## config.mk

```make
export PLATFORM = sky130hd
export DESIGN_NAME = signed_radix4_scalar_recoder
export DESIGN_NICKNAME = d
export VERILOG_FILES = /design/src/srr_pkg.sv /design/src/signed_radix4_scalar_recoder.sv /design/src/srr_front.sv /design/src/srr_back.sv
export SDC_FILE = /design/constraint.sdc
export NUM_CORES = 1
export LEC_CHECK = 0
export BUFFER_PORTS_ARGS = -buffer_cell sky130_fd_sc_hd__buf_2
export CORE_MARGIN = 2
export CORE_UTILIZATION = 55
export DETAILED_ROUTE_END_ITERATION = 8
export PLACE_DENSITY = 0.73
export RECOVER_POWER = 50
export SYNTH_ARGS = -nofsm -noshare
export SYNTH_HDL_FRONTEND = slang
export SYNTH_SLANG_ARGS = --single-unit
export TNS_END_PERCENT = 1
```

## constraint.sdc

```tcl
create_clock -name i_clk -period 7.2 [get_ports i_clk]
set_clock_uncertainty 0.05 [all_clocks]
set_input_delay 1.44 -clock i_clk [delete_from_list [all_inputs] [get_ports i_clk]]
set_output_delay 1.44 -clock i_clk [all_outputs]
set_load 0.02 [all_outputs]
```

## src/srr_pkg.sv

```systemverilog
// ----------------------------------------------------------------------------
// srr_pkg
// shared constants and types of the signed radix-4 scalar recoder
// ----------------------------------------------------------------------------
`default_nettype none

package srr_pkg;

    localparam int WORD_WIDTH_DEF = 32;   // scalar word width, must be even
    localparam int QUEUE_DEPTH    = 2;    // front-to-back queue, power of two
    localparam int DIGIT_W        = 4;    // signed digit width
    localparam int OUT_TDATA_W    = 8;    // digit padded to a byte

    localparam logic [DIGIT_W-1:0] DIGIT_BIAS = 4'd4;

    // classification that travels with each queued word
    typedef struct packed {
        logic last_word;   // most significant word of the scalar
        logic word_zero;   // word has no set bit
    } t_item_ctrl;

endpackage

`default_nettype wire

```

## src/signed_radix4_scalar_recoder.sv

```systemverilog
// ----------------------------------------------------------------------------
// signed_radix4_scalar_recoder
// recodes a multiword scalar into signed radix-4 digits, lsb first
// ----------------------------------------------------------------------------
//  channel   dir  tdata (lsb up)              tlast
//  s_axis    in   scalar_word[WORD_WIDTH-1:0] last_word
//  m_axis    out  digit[3:0], zero pad [7:4]  last_digit
//
//  a non-last word gives the digit held from the word before, if any, and
//  WORD_WIDTH/2-1 digits of its own (16 at the default width once a digit is
//  held); a last word up to WORD_WIDTH/2+1; the sequencer emits one digit per
//  cycle while the output register is not stalled
//  the two-entry word queue fills while the sequencer works, and the next
//  word loads in the cycle the previous one finishes
//  synchronous active-low reset clears the queue, the held digit and carry
//  a stalled output register holds the sequencer; s_axis stalls only when
//  the queue is full
// ----------------------------------------------------------------------------
`default_nettype none

module signed_radix4_scalar_recoder #(
    parameter int WORD_WIDTH = srr_pkg::WORD_WIDTH_DEF   // even, 8..64
) (
    input  logic                                i_clk,
    input  logic                                i_rst_n,
    // scalar words
    input  logic                                s_axis_tvalid,
    output logic                                s_axis_tready,
    input  logic [((WORD_WIDTH+7)/8)*8-1:0]     s_axis_tdata,  // scalar_word
    input  logic                                s_axis_tlast,  // last_word
    // digits
    output logic                                m_axis_tvalid,
    input  logic                                m_axis_tready,
    output logic [srr_pkg::OUT_TDATA_W-1:0]     m_axis_tdata,  // digit, zero pad
    output logic                                m_axis_tlast   // last_digit
);
    import srr_pkg::*;

    // front to back queue
    logic                  w_q_valid;
    logic                  w_q_ready;
    logic [WORD_WIDTH-1:0] w_q_word;
    t_item_ctrl            w_q_ctrl;
    logic [DIGIT_W-1:0]    w_digit;

    // word intake and classification
    srr_front #(
        .WORD_WIDTH (WORD_WIDTH)
    ) u_front (
        .i_clk     (i_clk),
        .i_rst_n   (i_rst_n),
        .i_s_valid (s_axis_tvalid),
        .o_s_ready (s_axis_tready),
        .i_word    (s_axis_tdata[WORD_WIDTH-1:0]),
        .i_last    (s_axis_tlast),
        .o_q_valid (w_q_valid),
        .i_q_ready (w_q_ready),
        .o_q_word  (w_q_word),
        .o_q_ctrl  (w_q_ctrl)
    );

    // digit sequencer with the output register
    srr_back #(
        .WORD_WIDTH (WORD_WIDTH)
    ) u_back (
        .i_clk     (i_clk),
        .i_rst_n   (i_rst_n),
        .i_q_valid (w_q_valid),
        .o_q_ready (w_q_ready),
        .i_q_word  (w_q_word),
        .i_q_ctrl  (w_q_ctrl),
        .o_valid   (m_axis_tvalid),
        .i_ready   (m_axis_tready),
        .o_digit   (w_digit),
        .o_last    (m_axis_tlast)
    );

    // digit in the low nibble, upper bits zero
    assign m_axis_tdata = {{(OUT_TDATA_W-DIGIT_W){1'b0}}, w_digit};

endmodule

`default_nettype wire

```

## src/srr_front.sv

```systemverilog
// ----------------------------------------------------------------------------
// srr_front
// accepts scalar words, tags them and buffers them in a short queue
// ----------------------------------------------------------------------------
`default_nettype none

module srr_front #(
    parameter int WORD_WIDTH = srr_pkg::WORD_WIDTH_DEF
) (
    input  logic                  i_clk,
    input  logic                  i_rst_n,
    input  logic                  i_s_valid,
    output logic                  o_s_ready,
    input  logic [WORD_WIDTH-1:0] i_word,
    input  logic                  i_last,
    output logic                  o_q_valid,
    input  logic                  i_q_ready,
    output logic [WORD_WIDTH-1:0] o_q_word,
    output srr_pkg::t_item_ctrl   o_q_ctrl
);
    import srr_pkg::*;

    localparam int PTR_W = (QUEUE_DEPTH > 1) ? $clog2(QUEUE_DEPTH) : 1;
    localparam int CNT_W = $clog2(QUEUE_DEPTH + 1);

    logic [WORD_WIDTH-1:0] r_word [QUEUE_DEPTH];
    t_item_ctrl            r_ctrl [QUEUE_DEPTH];
    logic [PTR_W-1:0]      r_wr_ptr, n_wr_ptr;
    logic [PTR_W-1:0]      r_rd_ptr, n_rd_ptr;
    logic [CNT_W-1:0]      r_count,  n_count;

    logic       w_push;
    logic       w_pop;
    t_item_ctrl w_ctrl;

    assign o_s_ready = (r_count != CNT_W'(QUEUE_DEPTH));
    assign o_q_valid = (r_count != '0);
    assign w_push    = i_s_valid && o_s_ready;
    assign w_pop     = o_q_valid && i_q_ready;

    // classify the incoming word
    assign w_ctrl.last_word = i_last;
    assign w_ctrl.word_zero = (i_word == '0);

    assign o_q_word = r_word[r_rd_ptr];
    assign o_q_ctrl = r_ctrl[r_rd_ptr];

    always_comb begin
        n_wr_ptr = w_push ? r_wr_ptr + PTR_W'(1) : r_wr_ptr;
        n_rd_ptr = w_pop  ? r_rd_ptr + PTR_W'(1) : r_rd_ptr;
        n_count  = r_count;
        if (w_push && !w_pop) begin
            n_count = r_count + CNT_W'(1);
        end else if (w_pop && !w_push) begin
            n_count = r_count - CNT_W'(1);
        end
    end

    always_ff @(posedge i_clk) begin
        if (!i_rst_n) begin
            r_wr_ptr <= '0;
            r_rd_ptr <= '0;
            r_count  <= '0;
        end else begin
            r_wr_ptr <= n_wr_ptr;
            r_rd_ptr <= n_rd_ptr;
            r_count  <= n_count;
        end
    end

    always_ff @(posedge i_clk) begin
        if (w_push) begin
            r_word[r_wr_ptr] <= i_word;
            r_ctrl[r_wr_ptr] <= w_ctrl;
        end
    end

endmodule

`default_nettype wire

```

## src/srr_back.sv

```systemverilog
// ----------------------------------------------------------------------------
// srr_back
// digit sequencer: one signed radix-4 digit per unstalled cycle into an output register
// ----------------------------------------------------------------------------
`default_nettype none

module srr_back #(
    parameter int WORD_WIDTH = srr_pkg::WORD_WIDTH_DEF
) (
    input  logic                        i_clk,
    input  logic                        i_rst_n,
    input  logic                        i_q_valid,
    output logic                        o_q_ready,
    input  logic [WORD_WIDTH-1:0]       i_q_word,
    input  srr_pkg::t_item_ctrl         i_q_ctrl,
    output logic                        o_valid,
    input  logic                        i_ready,
    output logic [srr_pkg::DIGIT_W-1:0] o_digit,
    output logic                        o_last
);
    import srr_pkg::*;

    localparam int HALF  = WORD_WIDTH / 2;
    localparam int CNT_W = $clog2(HALF);

    // sequencer state
    logic                  r_busy,  n_busy;
    logic [WORD_WIDTH-1:0] r_w,     n_w;      // word, shifted down two bits per own digit
    logic                  r_last,  n_last;
    logic                  r_pend,  n_pend;   // held digit still to go out
    logic [CNT_W-1:0]      r_cnt,   n_cnt;    // own digits left in a non-last word
    // carried between words
    logic                  r_hvalid, n_hvalid;
    logic [1:0]            r_hbits,  n_hbits;
    logic                  r_carry,  n_carry;
    // output register
    logic                  r_ovalid, n_ovalid;
    logic [DIGIT_W-1:0]    r_digit,  n_digit;
    logic                  r_olast,  n_olast;

    logic               w_step;
    logic               w_emit;
    logic               w_is_last;
    logic               w_done;
    logic [2:0]         w_win;
    logic [DIGIT_W-1:0] w_sum;
    logic               w_load;

    assign w_step    = r_busy && (!r_ovalid || i_ready);
    assign o_q_ready = !r_busy || (w_step && w_done);
    assign w_load    = i_q_valid && o_q_ready;

    // window and digit for the current position
    always_comb begin
        w_win     = r_w[2:0];
        w_emit    = 1'b1;
        w_is_last = 1'b0;
        w_done    = 1'b0;
        if (r_pend) begin
            w_win     = {r_w[0], r_hbits};
            w_is_last = r_last && (r_w == '0);
            w_done    = w_is_last;
        end else if (!r_last) begin
            w_done = (r_cnt == CNT_W'(1));
        end else begin
            w_emit    = (r_w != '0);
            w_is_last = (r_w[WORD_WIDTH-1:2] == '0);
            w_done    = w_is_last;
        end
    end

    assign w_sum = {1'b0, w_win} + {{(DIGIT_W-1){1'b0}}, r_carry};

    always_comb begin
        n_busy   = r_busy;
        n_w      = r_w;
        n_last   = r_last;
        n_pend   = r_pend;
        n_cnt    = r_cnt;
        n_hvalid = r_hvalid;
        n_hbits  = r_hbits;
        n_carry  = r_carry;
        n_ovalid = r_ovalid;
        n_digit  = r_digit;
        n_olast  = r_olast;

        if (!r_ovalid || i_ready) begin
            n_ovalid = w_step && w_emit;
        end

        if (w_step) begin
            // most significant digit keeps the +4
            n_digit = w_is_last ? w_sum : w_sum - DIGIT_BIAS;
            n_olast = w_is_last;
            if (w_emit) begin
                n_carry = (w_sum < DIGIT_BIAS);
            end
            if (r_pend) begin
                n_pend = 1'b0;
            end else begin
                n_w   = r_w >> 2;
                n_cnt = r_cnt - CNT_W'(1);
            end
            if (w_done) begin
                n_busy = 1'b0;
                if (r_last) begin
                    n_hvalid = 1'b0;
                    n_hbits  = '0;
                    n_carry  = 1'b0;
                end else begin
                    // top two bits wait for bit 0 of the next word
                    n_hvalid = 1'b1;
                    n_hbits  = r_w[3:2];
                end
            end
        end

        if (w_load) begin
            n_w    = i_q_word;
            n_last = i_q_ctrl.last_word;
            n_pend = n_hvalid;
            n_cnt  = CNT_W'(HALF - 1);
            // a zero last word with nothing held yields no digit
            n_busy = !(i_q_ctrl.last_word && i_q_ctrl.word_zero && !n_hvalid);
        end
    end

    always_ff @(posedge i_clk) begin
        if (!i_rst_n) begin
            r_busy   <= 1'b0;
            r_hvalid <= 1'b0;
            r_hbits  <= '0;
            r_carry  <= 1'b0;
            r_ovalid <= 1'b0;
        end else begin
            r_busy   <= n_busy;
            r_hvalid <= n_hvalid;
            r_hbits  <= n_hbits;
            r_carry  <= n_carry;
            r_ovalid <= n_ovalid;
        end
    end

    always_ff @(posedge i_clk) begin
        r_w     <= n_w;
        r_last  <= n_last;
        r_pend  <= n_pend;
        r_cnt   <= n_cnt;
        r_digit <= n_digit;
        r_olast <= n_olast;
    end

    assign o_valid = r_ovalid;
    assign o_digit = r_digit;
    assign o_last  = r_olast;

endmodule

`default_nettype wire

```

==> insert_results.sql, run 1 <==
INSERT INTO impl_metrics (metric_group, metric, value, unit) VALUES
('worst_setup_path', 'cp.required', '7.59', 'ns'),
('routing', 'drt-total-wl', '8.81', 'mm'),
('worst_setup_path', 'worstPathMaxFanout', '41', ''),
('yosys', 'synth_area_leader_cell', 'edfxtp_1', ''),
('sta', 'final_max_slew_viol_count', '70', ''),
('power_and_ir_drop', 'power_frac_seq', '42.6', '%'),
('sta', 'worstMarginPinSlew', '2.09', 'ns'),
('routing', 'drc', '0', ''),
('floorplan', 'initial_utilization', '56.1', '%'),
('yosys', 'synth_enable_flop_cells', '107', ''),
('finish', 'num-nets-final', '403', ''),
('power_and_ir_drop', 'power.density', '468', 'nW/µm²'),
('grt', 'globalRouteOverflowTotal', '0', ''),
('finish', 'drive_above_1_share', '30.1', '%'),
('clock_tree', 'cts_root_buffer', 'clkbuf_8', ''),
('sta', 'layout_worst_path_cycle_share', '48.7', '%'),
('sta', 'hold_violations_final', '0', ''),
('sta', 'max-slew-margin-rel', '-39.3', '%'),
('worst_setup_path', 'critPathKind', 'flip-flop to flip-flop', ''),
('yosys', 'synth_top_family_by_area', 'multiplexers', ''),
('floorplan', 'fp.coreArea', '9110', 'µm²'),
('yosys', 'synthDominantCellAreaShare', '62.9', '%'),
('yosys', 'synth_xor_area_share', '1.37', '%'),
('yosys', 'synthesis.area', '5110', 'µm²'),
('yosys', 'synth_compound_area_share', '2.84', '%'),
('grt', 'grt_first_pass_wirelength', '14.0', 'mm'),
('routing', 'wl_per_cell', '18.2', 'µm'),
('placed_design', 'placed_area', '5430', 'µm²'),
('grt', 'grt_antenna_before_repair', '0', ''),
('floorplan', 'cell_row_count', '35', ''),
('placed_design', 'place_congestion', '0.782', ''),
('yosys', 'ys_seq_area_share', '68.8', '%'),
('yosys', 'synth_ff_type', 'edfxtp_1', ''),
('sta', 'fin_crit', '3.50', 'ns'),
('power_and_ir_drop', 'p_switching', '781', 'µW'),
('yosys', 'post_synth_num_cell_types', '39', ''),
('floorplan', 'die_width', '100', 'µm'),
('yosys', 'synth-adder-area-share', '1.47', '%'),
('placed_design', 'numPortBuffers', '43', ''),
('clock_tree', 'clock_input_transition_at_the_sequential_cells_of_the_worst_setup_and_hold_paths', '0.06', 'ns'),
('floorplan', 'pin_count', '48', ''),
('grt', 'grt.met1_usage', '24.1', '%'),
('floorplan', 'die_y', '100', 'µm'),
('yosys', 'synthMostInstantiatedCell', 'edfxtp_1', ''),
('clock_tree', 'clock_sinks', '122', ''),
('grt', 'grt_util_all_layers', '18.8', '%'),
('routing', 'number_of_nets_with_antenna_violations_after_routing', '0', ''),
('power_and_ir_drop', 'ir_drop', '236', 'µV'),
('clock_tree', 'clk-insertion-delay-late', '0.51', 'ns'),
('hold_path', 'whs_path_depth', '1', ''),
('yosys', 'yosys-mux-area-fraction', '17.2', '%'),
('worst_setup_path', 'worstSetupStartpointType', 'flip-flop', ''),
('run_status', 'failed_checks', 'capacitance limit, slew limit', ''),
('flow_run', 'drv_cap', '2', ''),
('power_and_ir_drop', 'power.leakage', '2.20', 'nW'),
('run_status', 'status', 'finished with violations', ''),
('worst_setup_path', 'reg2reg_depth', '8', ''),
('power_and_ir_drop', 'clock_power_share', '30.9', '%'),
('sta', 'setup-violations-final', '0', ''),
('power_and_ir_drop', 'power.switching_fraction', '27.9', '%'),
('grt', 'first_global_vias', '2792', ''),
('floorplan', 'die_area', '10100', 'µm²'),
('routing', 'avgViaCountPerCell', '5.66', ''),
('hold_path', 'hp-class', 'flip-flop to flip-flop', ''),
('power_and_ir_drop', 'cellInternalPower', '2.02', 'mW'),
('clock_tree', 'postCtsSetupBuffers', '0', ''),
('yosys', 'synth_area_leaders', 'edfxtp_1, mux2_4, mux2_2', ''),
('clock_tree', 'cts-buffers-inserted', '17', ''),
('finish', 'antennaDiodeCount', '0', ''),
('yosys', 'async_flop_share', '0', '%'),
('grt', 'grt.met2_usage', '30.4', '%');
## power groups by stage
stage | combinational (mW) | clock, mW | sequential, mW
6_report | 0.742 | 0.866 | 1.19
5_1_grt | 0.798 | 0.908 | 1.21
4_1_cts | 0.758 | 0.879 | 1.19
3_5_place_dp | 0.745 | 0 | 1.20
3_3_place_gp | 0.728 | 0 | 1.19
2_1_floorplan | 0.612 | 0 | 1.16
## flip-flops by register name, indices dropped and copies added (netlist names), named ones only
signal / flops
u_back.r_carry: 1
u_back.r_cnt: 4
u_front.r_word: 64
u_back.r_hbits: 2
u_back.r_pend: 1
u_front.r_ctrl: 4
u_back.o_last: 1
u_back.o_digit: 4
u_back.r_hvalid: 1
u_back.r_busy: 1
u_front.r_rd_ptr: 1
u_front.r_wr_ptr: 1
u_back.o_valid: 1
u_back.r_w: 32
u_front.r_count: 2
u_back.r_last: 1
## metrics by stage
| stage | std cells | power (mW) | setup slack, ns | util [%] |
|---|---|---|---|---|
| final | 483 | 2.80 | 3.70 | 65.7 |
| after global routing | 483 | 2.92 | 3.54 | 65.7 |
| after CTS | 483 | 2.83 | 3.83 | 66.4 |
| after detailed placement | 452 | 1.95 | 3.31 | 59.6 |
| after global placement | 452 | 1.92 | 3.43 | 59.6 |
| after floorplan | 305 | 1.77 | 3.70 | - |
## cells by family after synthesis
group           count (synthesis)
flops                         122
mux                            69
simple gates                   59
compound gates                 19
buf+inv                        18
xor+xnor                        8
fa+ha+maj                       6
other cells                     1
## cells in the final DEF (no fill, tap or decap), types with 3 or more instances in the layout
cell type     n
edfxtp_1    107
mux2_2       34
clkbuf_1     34
mux2_4       29
clkbuf_16    16
nor4_1       15
dfxtp_1      15
nand2_1      13
nor2_1       12
buf_2        11
inv_1         6
xor2_1        6
ha_1          6
mux2i_1       5
nand4_1       4
a21oi_1       4
conb_1        4
bufinv_16     4
clkinv_4      4
clkinvlp_4    4
nand2b_1      3
buf_4         3
## routing by layer
layer	vias up	share of wire [%]
met5	-	0
met4	0	1.2
met3	11	4.1
met2	71	50
met1	1363	44
li1	1287	-
## worst paths after layout
path / start / end / slack [ns]
setup / recovery: u_back.r_w[29] / u_front.r_count[1] / 3.70
hold / removal: u_back.r_hbits[0] / u_back.r_hbits[0] / 0.44
setup reg to reg: u_back.r_w[29] / u_front.r_count[1] / 3.70
hold reg to reg: u_back.r_hbits[0] / u_back.r_hbits[0] / 0.44
## final cells by class
class                   instances  area, µm²
clock inverters                14        199
fillers                       662       3120
flip-flops and latches        122       3510
well taps                     111        139
inverters                       6       22.5
multi-input cells             165       1490
clock buffers                  17        414
repair buffers                 48        205
## critical path, delay by kind of cell (launching register included)
kind	cells	cell delay, ns
fa+ha+maj	1	0.41
buf+inv	1	0.37
compound gates	2	0.21
flops	1	0.39
simple gates	4	2.00
No activity file was read; power rests on OpenSTA's default activity.
==> run 2: changes to the inputs <==
==> constraint.sdc (replaced) <==
create_clock -name i_clk -period 3.6 [get_ports i_clk]
set_clock_uncertainty 0.05 [all_clocks]
set_input_delay 0.72 -clock i_clk [delete_from_list [all_inputs] [get_ports i_clk]]
set_output_delay 0.72 -clock i_clk [all_outputs]
set_load 0.02 [all_outputs]
==> insert_results.sql, run 2 (same netlist as run 1, synthesis figures left out) <==
INSERT INTO impl_metrics (metric_group, metric, value, unit) VALUES
('worst_setup_path', 'cp.required', '3.64', 'ns'),
('sta', 'max-slew-margin-rel', '-36.2', '%'),
('clock_tree', 'cts_root_buffer', 'clkbuf_8', ''),
('routing', 'drc', '0', ''),
('worst_setup_path', 'cp_capture_type', 'flip-flop', ''),
('sta', 'setup-tns-final', '0', 'ns'),
('grt', 'grt_first_pass_wirelength', '14.5', 'mm'),
('power_and_ir_drop', 'cellInternalPower', '3.98', 'mW'),
('clock_tree', 'hold_buffers', '0', ''),
('finish', 'largest_register', 'u_front.r_word', ''),
('grt', 'grt_start_max_net_pins', '35', ''),
('floorplan', 'cell_row_count', '35', ''),
('floorplan', 'die_area', '10100', 'µm²'),
('routing', 'number_of_nets_with_antenna_violations_after_routing', '0', ''),
('finish', 'antennaDiodeCount', '0', ''),
('sta', 'holdWs', '0.351', 'ns'),
('finish', 'n_fill_cell', '631', ''),
('finish', 'layout.cells.most_common_list', 'edfxtp_1, mux2_2, clkbuf_1', ''),
('finish', 'layout_top_registers', 'u_front.r_word x64, u_back.r_w x32', ''),
('floorplan', 'pin_count', '48', ''),
('sta', 'max_clock_freq', '375', 'MHz'),
('power_and_ir_drop', 'power.leakage', '2.22', 'nW'),
('floorplan', 'initial_utilization', '56.1', '%'),
('sta', 'grt_setup_unrepaired', 'false', ''),
('sta', 'hold_violations_final', '0', ''),
('clock_tree', 'cts-buffers-inserted', '17', ''),
('floorplan', 'die_width', '100', 'µm'),
('sta', 'worstMarginPinSlew', '2.04', 'ns'),
('worst_setup_path', 'worstPathMaxFanout', '34', ''),
('routing', 'drt-total-wl', '9.10', 'mm'),
('power_and_ir_drop', 'clock_power_share', '30.0', '%'),
('power_and_ir_drop', 'power.density', '930', 'nW/µm²'),
('clock_tree', 'post_cts_resized', '0', ''),
('power_and_ir_drop', 'share_comb_of_total_power', '27.5', '%'),
('worst_setup_path', 'worstSetupStartpointType', 'flip-flop', ''),
('routing', 'dr.pass1.iters', '4', ''),
('hold_path', 'hp-class', 'input pin to flip-flop', ''),
('run_status', 'failed_checks', 'capacitance limit, slew limit', ''),
('routing', 'wl_per_cell', '18.8', 'µm'),
('worst_setup_path', 'critPathKind', 'flip-flop to flip-flop', ''),
('clock_tree', 'cts-htree-levels', '4', ''),
('flow_run', 'drv_cap', '1', ''),
('finish', 'num-nets-final', '404', ''),
('worst_setup_path', 'worstPathArrival', '2.70', 'ns'),
('routing', 'routed_vias', '2681', ''),
('run_status', 'status', 'finished with violations', ''),
('clock_tree', 'clk-insertion-delay-late', '0.51', 'ns'),
('routing', 'avgViaCountPerCell', '5.53', ''),
('grt', 'first_global_vias', '2764', ''),
('grt', 'grt_antenna_before_repair', '0', ''),
('grt', 'grt_util_all_layers', '19.8', '%'),
('finish', 'final_common_cell', 'edfxtp_1', ''),
('power_and_ir_drop', 'p_switching', '1.60', 'mW'),
('finish', 'layout.cells.non_filler', '485', ''),
('grt', 'globalRouteOverflowTotal', '0', ''),
('sta', 'final_max_slew_viol_count', '35', ''),
('floorplan', 'fp.coreArea', '9110', 'µm²'),
('routing', 'drt-initial-drc-count', '145', ''),
('sta', 'setup-violations-final', '0', ''),
('sta', 'fin_crit', '2.67', 'ns'),
('finish', 'final_util', '65.8', '%'),
('power_and_ir_drop', 'power.switching_fraction', '28.6', '%'),
('finish', 'syn2layout_area_growth', '17.4', '%'),
('sta', 'layout_worst_path_cycle_share', '74.1', '%'),
('placed_design', 'dp.cells', '453', ''),
('clock_tree', 'clock_input_transition_at_the_sequential_cells_of_the_worst_setup_and_hold_paths', '0.06', 'ns'),
('placed_design', 'detailed_placer_s_ending_hpwl', '5.87', 'mm'),
('clock_tree', 'tritoncts', 'yes', ''),
('placed_design', 'place_congestion', '0.819', ''),
('power_and_ir_drop', 'power_frac_seq', '42.6', '%'),
('clock_tree', 'cts.path.max_buffers', '2', ''),
('finish', 'largest_register_ff_count', '64', ''),
('clock_tree', 'clock_sinks', '122', ''),
('power_and_ir_drop', 'ir_drop', '409', 'µV'),
('floorplan', 'die_y', '100', 'µm'),
('placed_design', 'numPortBuffers', '43', ''),
('clock_tree', 'postCtsSetupBuffers', '0', ''),
('finish', 'drive_above_1_share', '30.2', '%');
-- run 2: routing by layer --
layer | vias to the layer above | share of wire, % | wire (µm) | GRT usage, %
met1 | 1320 | 44 | 4000 | 25.3
met5 | - | 0 | 0 | 0
met3 | 14 | 3.4 | 311 | 5.36
met4 | 0 | 1.1 | 99 | 6.53
li1 | 1288 | - | - | -
met2 | 59 | 52 | 4690 | 32.8
-- run 2: power by group through the flow --
stage	sequential, mW	combinational (mW)	clock (mW)
final	2.37	1.53	1.67
after global routing	2.41	1.66	1.76
after CTS	2.37	1.57	1.69
after detailed placement	2.38	1.54	0
after global placement	2.36	1.49	0
after floorplan	2.32	1.22	0
-- run 2: area by class of cell --
class / count / area, µm² / share of cell area (%)
Sequential cell: 122 / 3510 / 58.6
Multi-Input combinational cell: 165 / 1500 / 25.0
Timing Repair Buffer: 49 / 229 / 3.82
Tap cell: 111 / 139 / 2.32
Inverter: 6 / 22.5 / 0.376
Clock buffer: 18 / 418 / 6.97
Clock inverter: 14 / 174 / 2.90
-- run 2: path summary, 6_finish.rpt --
path | start | endpoint | slack (ns) | cells after the start
setup / recovery | u_front.r_count[0] | u_front.r_word[1][8] | 0.93 | 3
hold reg to reg | u_back.r_hbits[1] | u_back.r_hbits[1] | 0.44 | 1
hold / removal | s_axis_tlast | u_front.r_ctrl[1][1] | 0.35 | 1
setup reg to reg | u_front.r_count[0] | u_front.r_word[1][8] | 0.93 | 3
-- run 2: critical path, cell delays in order, from the launching register on --
cell and delay (ns):
dfxtp_1 0.40, nand2b_1 0.16, and3_1 0.16, clkbuf_1 1.44
-- run 2: stage by stage --
| stage | power (mW) | area, µm² | setup WS, ns |
|---|---|---|---|
| 4_1_cts | 5.63 | 6040 | 0.966 |
| 5_1_grt | 5.83 | 6000 | 0.710 |
| 3_5_place_dp | 3.92 | 5450 | 0.923 |
| 3_3_place_gp | 3.86 | 5450 | 0.992 |
| 2_1_floorplan | 3.55 | 5120 | 0.819 |
| 6_report | 5.57 | 6000 | 0.932 |
==> run 3: changes to the inputs <==
--- a/config.mk
+++ b/config.mk
@@ -5,6 +5,7 @@
 export SDC_FILE = /design/constraint.sdc
 export NUM_CORES = 1
 export LEC_CHECK = 0
+export ABC_AREA = 1
 export BUFFER_PORTS_ARGS = -buffer_cell sky130_fd_sc_hd__buf_2
 export CORE_MARGIN = 2
 export CORE_UTILIZATION = 55
==> constraint.sdc (replaced) <==
create_clock -name i_clk -period 2.6 [get_ports i_clk]
set_clock_uncertainty 0.05 [all_clocks]
set_input_delay 0.52 -clock i_clk [delete_from_list [all_inputs] [get_ports i_clk]]
set_output_delay 0.52 -clock i_clk [all_outputs]
set_load 0.02 [all_outputs]
==> insert_results.sql, run 3 <==
INSERT INTO impl_metrics (metric_group, metric, value, unit) VALUES
('floorplan', 'die_y', '100', 'µm'),
('finish', 'layout.cells.most_common_list', 'nand2_1, edfxtp_1, clkbuf_1', ''),
('floorplan', 'fp.coreArea', '9110', 'µm²'),
('sta', 'layout_worst_path_cycle_share', '92.7', '%'),
('yosys', 'post_synth_and_or_nand_nor_area_fraction', '14.3', '%'),
('routing', 'dr_wl_met3', '417', 'µm'),
('clock_tree', 'cts.path.max_buffers', '2', ''),
('finish', 'layout_top_registers', 'u_front.r_word x64, u_back.r_w x32', ''),
('worst_setup_path', 'worstSetupStartpointType', 'flip-flop', ''),
('floorplan', 'initial_utilization', '55.8', '%'),
('yosys', 'synth_area_leaders', 'edfxtp_1, nand2_1, mux2_2', ''),
('sta', 'hold_violations_final', '0', ''),
('yosys', 'synthesis.area', '5080', 'µm²'),
('clock_tree', 'cts-buffers-inserted', '17', ''),
('clock_tree', 'clock_input_transition_at_the_sequential_cells_of_the_worst_setup_and_hold_paths', '0.06', 'ns'),
('routing', 'drt-total-wl', '9.02', 'mm'),
('yosys', 'synthDominantCellAreaShare', '63.2', '%'),
('floorplan', 'pin_count', '48', ''),
('yosys', 'synth.avg_cell_area', '12.3', 'µm²'),
('grt', 'first_global_vias', '3039', ''),
('yosys', 'yosys-mux-area-fraction', '7.48', '%'),
('yosys', 'async_flop_share', '0', '%'),
('finish', 'final_common_cell', 'nand2_1', ''),
('routing', 'routed_vias', '3140', ''),
('yosys', 'ys_seq_area_share', '69.1', '%'),
('worst_setup_path', 'cp.required', '2.77', 'ns'),
('finish', 'drive_above_1_share', '16.8', '%'),
('finish', 'antennaDiodeCount', '0', ''),
('routing', 'dr.max_layer_used', 'met4', ''),
('hold_path', 'whs_path_depth', '1', ''),
('power_and_ir_drop', 'ir_drop', '609', 'µV'),
('routing', 'avgViaCountPerCell', '5.29', ''),
('grt', 'globalRouteOverflowTotal', '0', ''),
('flow_run', 'drv_cap', '0', ''),
('routing', 'wl_per_cell', '15.2', 'µm'),
('power_and_ir_drop', 'power.leakage', '2.28', 'nW'),
('placed_design', 'detailed_placer_s_ending_hpwl', '5.67', 'mm'),
('finish', 'regArea', '3510', 'µm²'),
('yosys', 'synth_xor_area_share', '0.689', '%'),
('finish', 'multiInputGateArea', '1390', 'µm²'),
('yosys', 'synthesis.instances', '412', ''),
('routing', 'dr.pass1.iters', '5', ''),
('sta', 'setup-violations-final', '0', ''),
('placed_design', 'place_congestion', '0.825', ''),
('routing', 'drc', '0', ''),
('yosys', 'synth_seq_cells', '122', ''),
('yosys', 'post_synth_num_cell_types', '26', ''),
('clock_tree', 'cts-htree-levels', '4', ''),
('worst_setup_path', 'worstPathMaxFanout', '30', ''),
('sta', 'max-slew-margin-rel', '37.4', '%'),
('sta', 'max_clock_freq', '415', 'MHz'),
('routing', 'drt-initial-drc-count', '259', ''),
('grt', 'grt_start_max_net_pins', '44', ''),
('floorplan', 'die_area', '10000', 'µm²'),
('grt', 'grt_antenna_before_repair', '0', ''),
('sta', 'setup-tns-final', '0', 'ns'),
('grt', 'grt_first_pass_wirelength', '14.4', 'mm'),
('finish', 'final_util', '65.8', '%'),
('worst_setup_path', 'worstPathArrival', '2.58', 'ns'),
('routing', 'met1Wirelength', '4.02', 'mm'),
('yosys', 'synthMostInstantiatedCell', 'nand2_1', ''),
('clock_tree', 'hold_buffers', '0', ''),
('clock_tree', 'clock_sinks', '122', ''),
('finish', 'largest_register_ff_count', '64', ''),
('grt', 'grt_util_all_layers', '19.2', '%'),
('worst_setup_path', 'reg2reg_depth', '13', ''),
('yosys', 'synth_ff_type', 'edfxtp_1', ''),
('yosys', 'synth_top_family_by_area', 'simple AND/OR/NAND/NOR gates', ''),
('placed_design', 'numPortBuffers', '43', ''),
('routing', 'met2_length', '4.51', 'mm'),
('finish', 'largest_register', 'u_front.r_word', ''),
('floorplan', 'cell_row_count', '35', ''),
('finish', 'n_fill_cell', '690', ''),
('worst_setup_path', 'cp_capture_type', 'flip-flop', ''),
('clock_tree', 'clk-insertion-delay-late', '0.51', 'ns'),
('sta', 'fin_crit', '2.41', 'ns'),
('hold_path', 'hp-class', 'input pin to flip-flop', ''),
('routing', 'number_of_nets_with_antenna_violations_after_routing', '0', ''),
('worst_setup_path', 'regToRegSetupSlack', '0.19', 'ns'),
('clock_tree', 'cts_root_buffer', 'clkbuf_8', ''),
('run_status', 'status', 'finished clean', ''),
('yosys', 'synth-adder-area-share', '1.48', '%'),
('power_and_ir_drop', 'power.density', '1260', 'nW/µm²'),
('finish', 'num-nets-final', '513', ''),
('yosys', 'yosys_warnings', '0', ''),
('sta', 'final_max_slew_viol_count', '0', ''),
('yosys', 'synth_area_leader_cell', 'edfxtp_1', ''),
('worst_setup_path', 'critPathKind', 'flip-flop to flip-flop', ''),
('clock_tree', 'tritoncts', 'yes', ''),
('floorplan', 'die_width', '100', 'µm'),
('yosys', 'post_synth_most_frequent_cells', 'nand2_1, edfxtp_1, nor2_1, mux2_2, inv_1', ''),
('sta', 'worstMarginPinSlew', '0.939', 'ns'),
('yosys', 'synth_compound_area_share', '2.78', '%'),
('finish', 'syn2layout_area_growth', '17.8', '%'),
('yosys', 'synth_enable_flop_cells', '107', '');
-- run 3: cell types whose count changed after synthesis, moves of 4 or more --
| cell | change |
|---|---|
| a21oi_1 | +4 |
| inv_1 | +20 |
| mux2_4 | -29 |
| nand2_1 | +101 |
| nand3_1 | +7 |
| nor2_1 | +23 |
| nor4_1 | -5 |
| o21ai_0 | +14 |
-- run 3: routing by layer --
| layer | vias to the layer above | global-route usage (%) |
|---|---|---|
| met2 | 87 | 30.5 |
| met3 | 7 | 5.50 |
| met4 | 0 | 7.90 |
| met5 | - | 0 |
| met1 | 1498 | 25.1 |
| li1 | 1548 | - |
-- run 3: area by class of cell --
type / instances / area share, %
clock buffer: 19 / 7.21
clock inverter: 13 / 2.82
inverter: 27 / 1.69
timing repair buffer: 51 / 4.14
sequential: 122 / 58.7
tap: 111 / 2.32
multi-input combinational: 251 / 23.2
-- run 3: worst paths after layout --
kind,start,end
max,u_back.r_w[27],u_back.r_w[1]
min,s_axis_tlast,u_front.r_ctrl[1][1]
min reg2reg,u_back.r_hbits[0],u_back.r_hbits[0]
max reg2reg,u_back.r_w[27],u_back.r_w[1]
-- run 3: metrics by stage --
stage | setup WS (ns) | power [mW] | instance area, µm² | instances | hold WS, ns
global placement | 0.261 | 5.09 | 5420 | 561 | 0.410
global route | -0.000433 | 7.93 | 5990 | 594 | 0.177
floorplan | -0.00661 | 4.63 | 5100 | 415 | 0.396
detailed placement | 0.170 | 5.15 | 5420 | 561 | 0.418
CTS | 0.157 | 7.52 | 6020 | 593 | 0.132
finish | 0.189 | 7.52 | 5990 | 594 | 0.174
-- run 3: cells by family after synthesis --
group                      after synthesis
other                                    1
DFF                                    122
buffers and inverters                   42
xor gates and xnor gates                 4
AOI/OAI and AO/OA                       25
muxes                                   34
adders and majority gates                6
and+or+nand+nor                        178
-- run 3: critical path, cell delays in order (launching register included) --
cell and delay (ns):
edfxtp_1 0.41, nor2_2 0.16, nand2_1 0.07, nor2_1 0.11
nand2_1 0.06, nor2_1 0.13, nand2_1 0.11, nand2_1 0.11
nand2_2 0.12, a21boi_4 0.16, inv_2 0.05, buf_4 0.23
nand2_2 0.16, clkbuf_16 0.20
-- run 3: power breakdown --
part	internal, mW	total (mW)	switching (mW)
clock	1.49	2.33	0.837
combinational	0.728	2.03	1.30
sequential	2.92	3.16	0.235
total	5.14	7.52	2.37
-- run 3: timing repair --
action / 4_1_cts / 5_1_grt
setup endpoints to repair: 0 / 33
buffers inserted: 0 / 0
resized for setup: 0 / 3
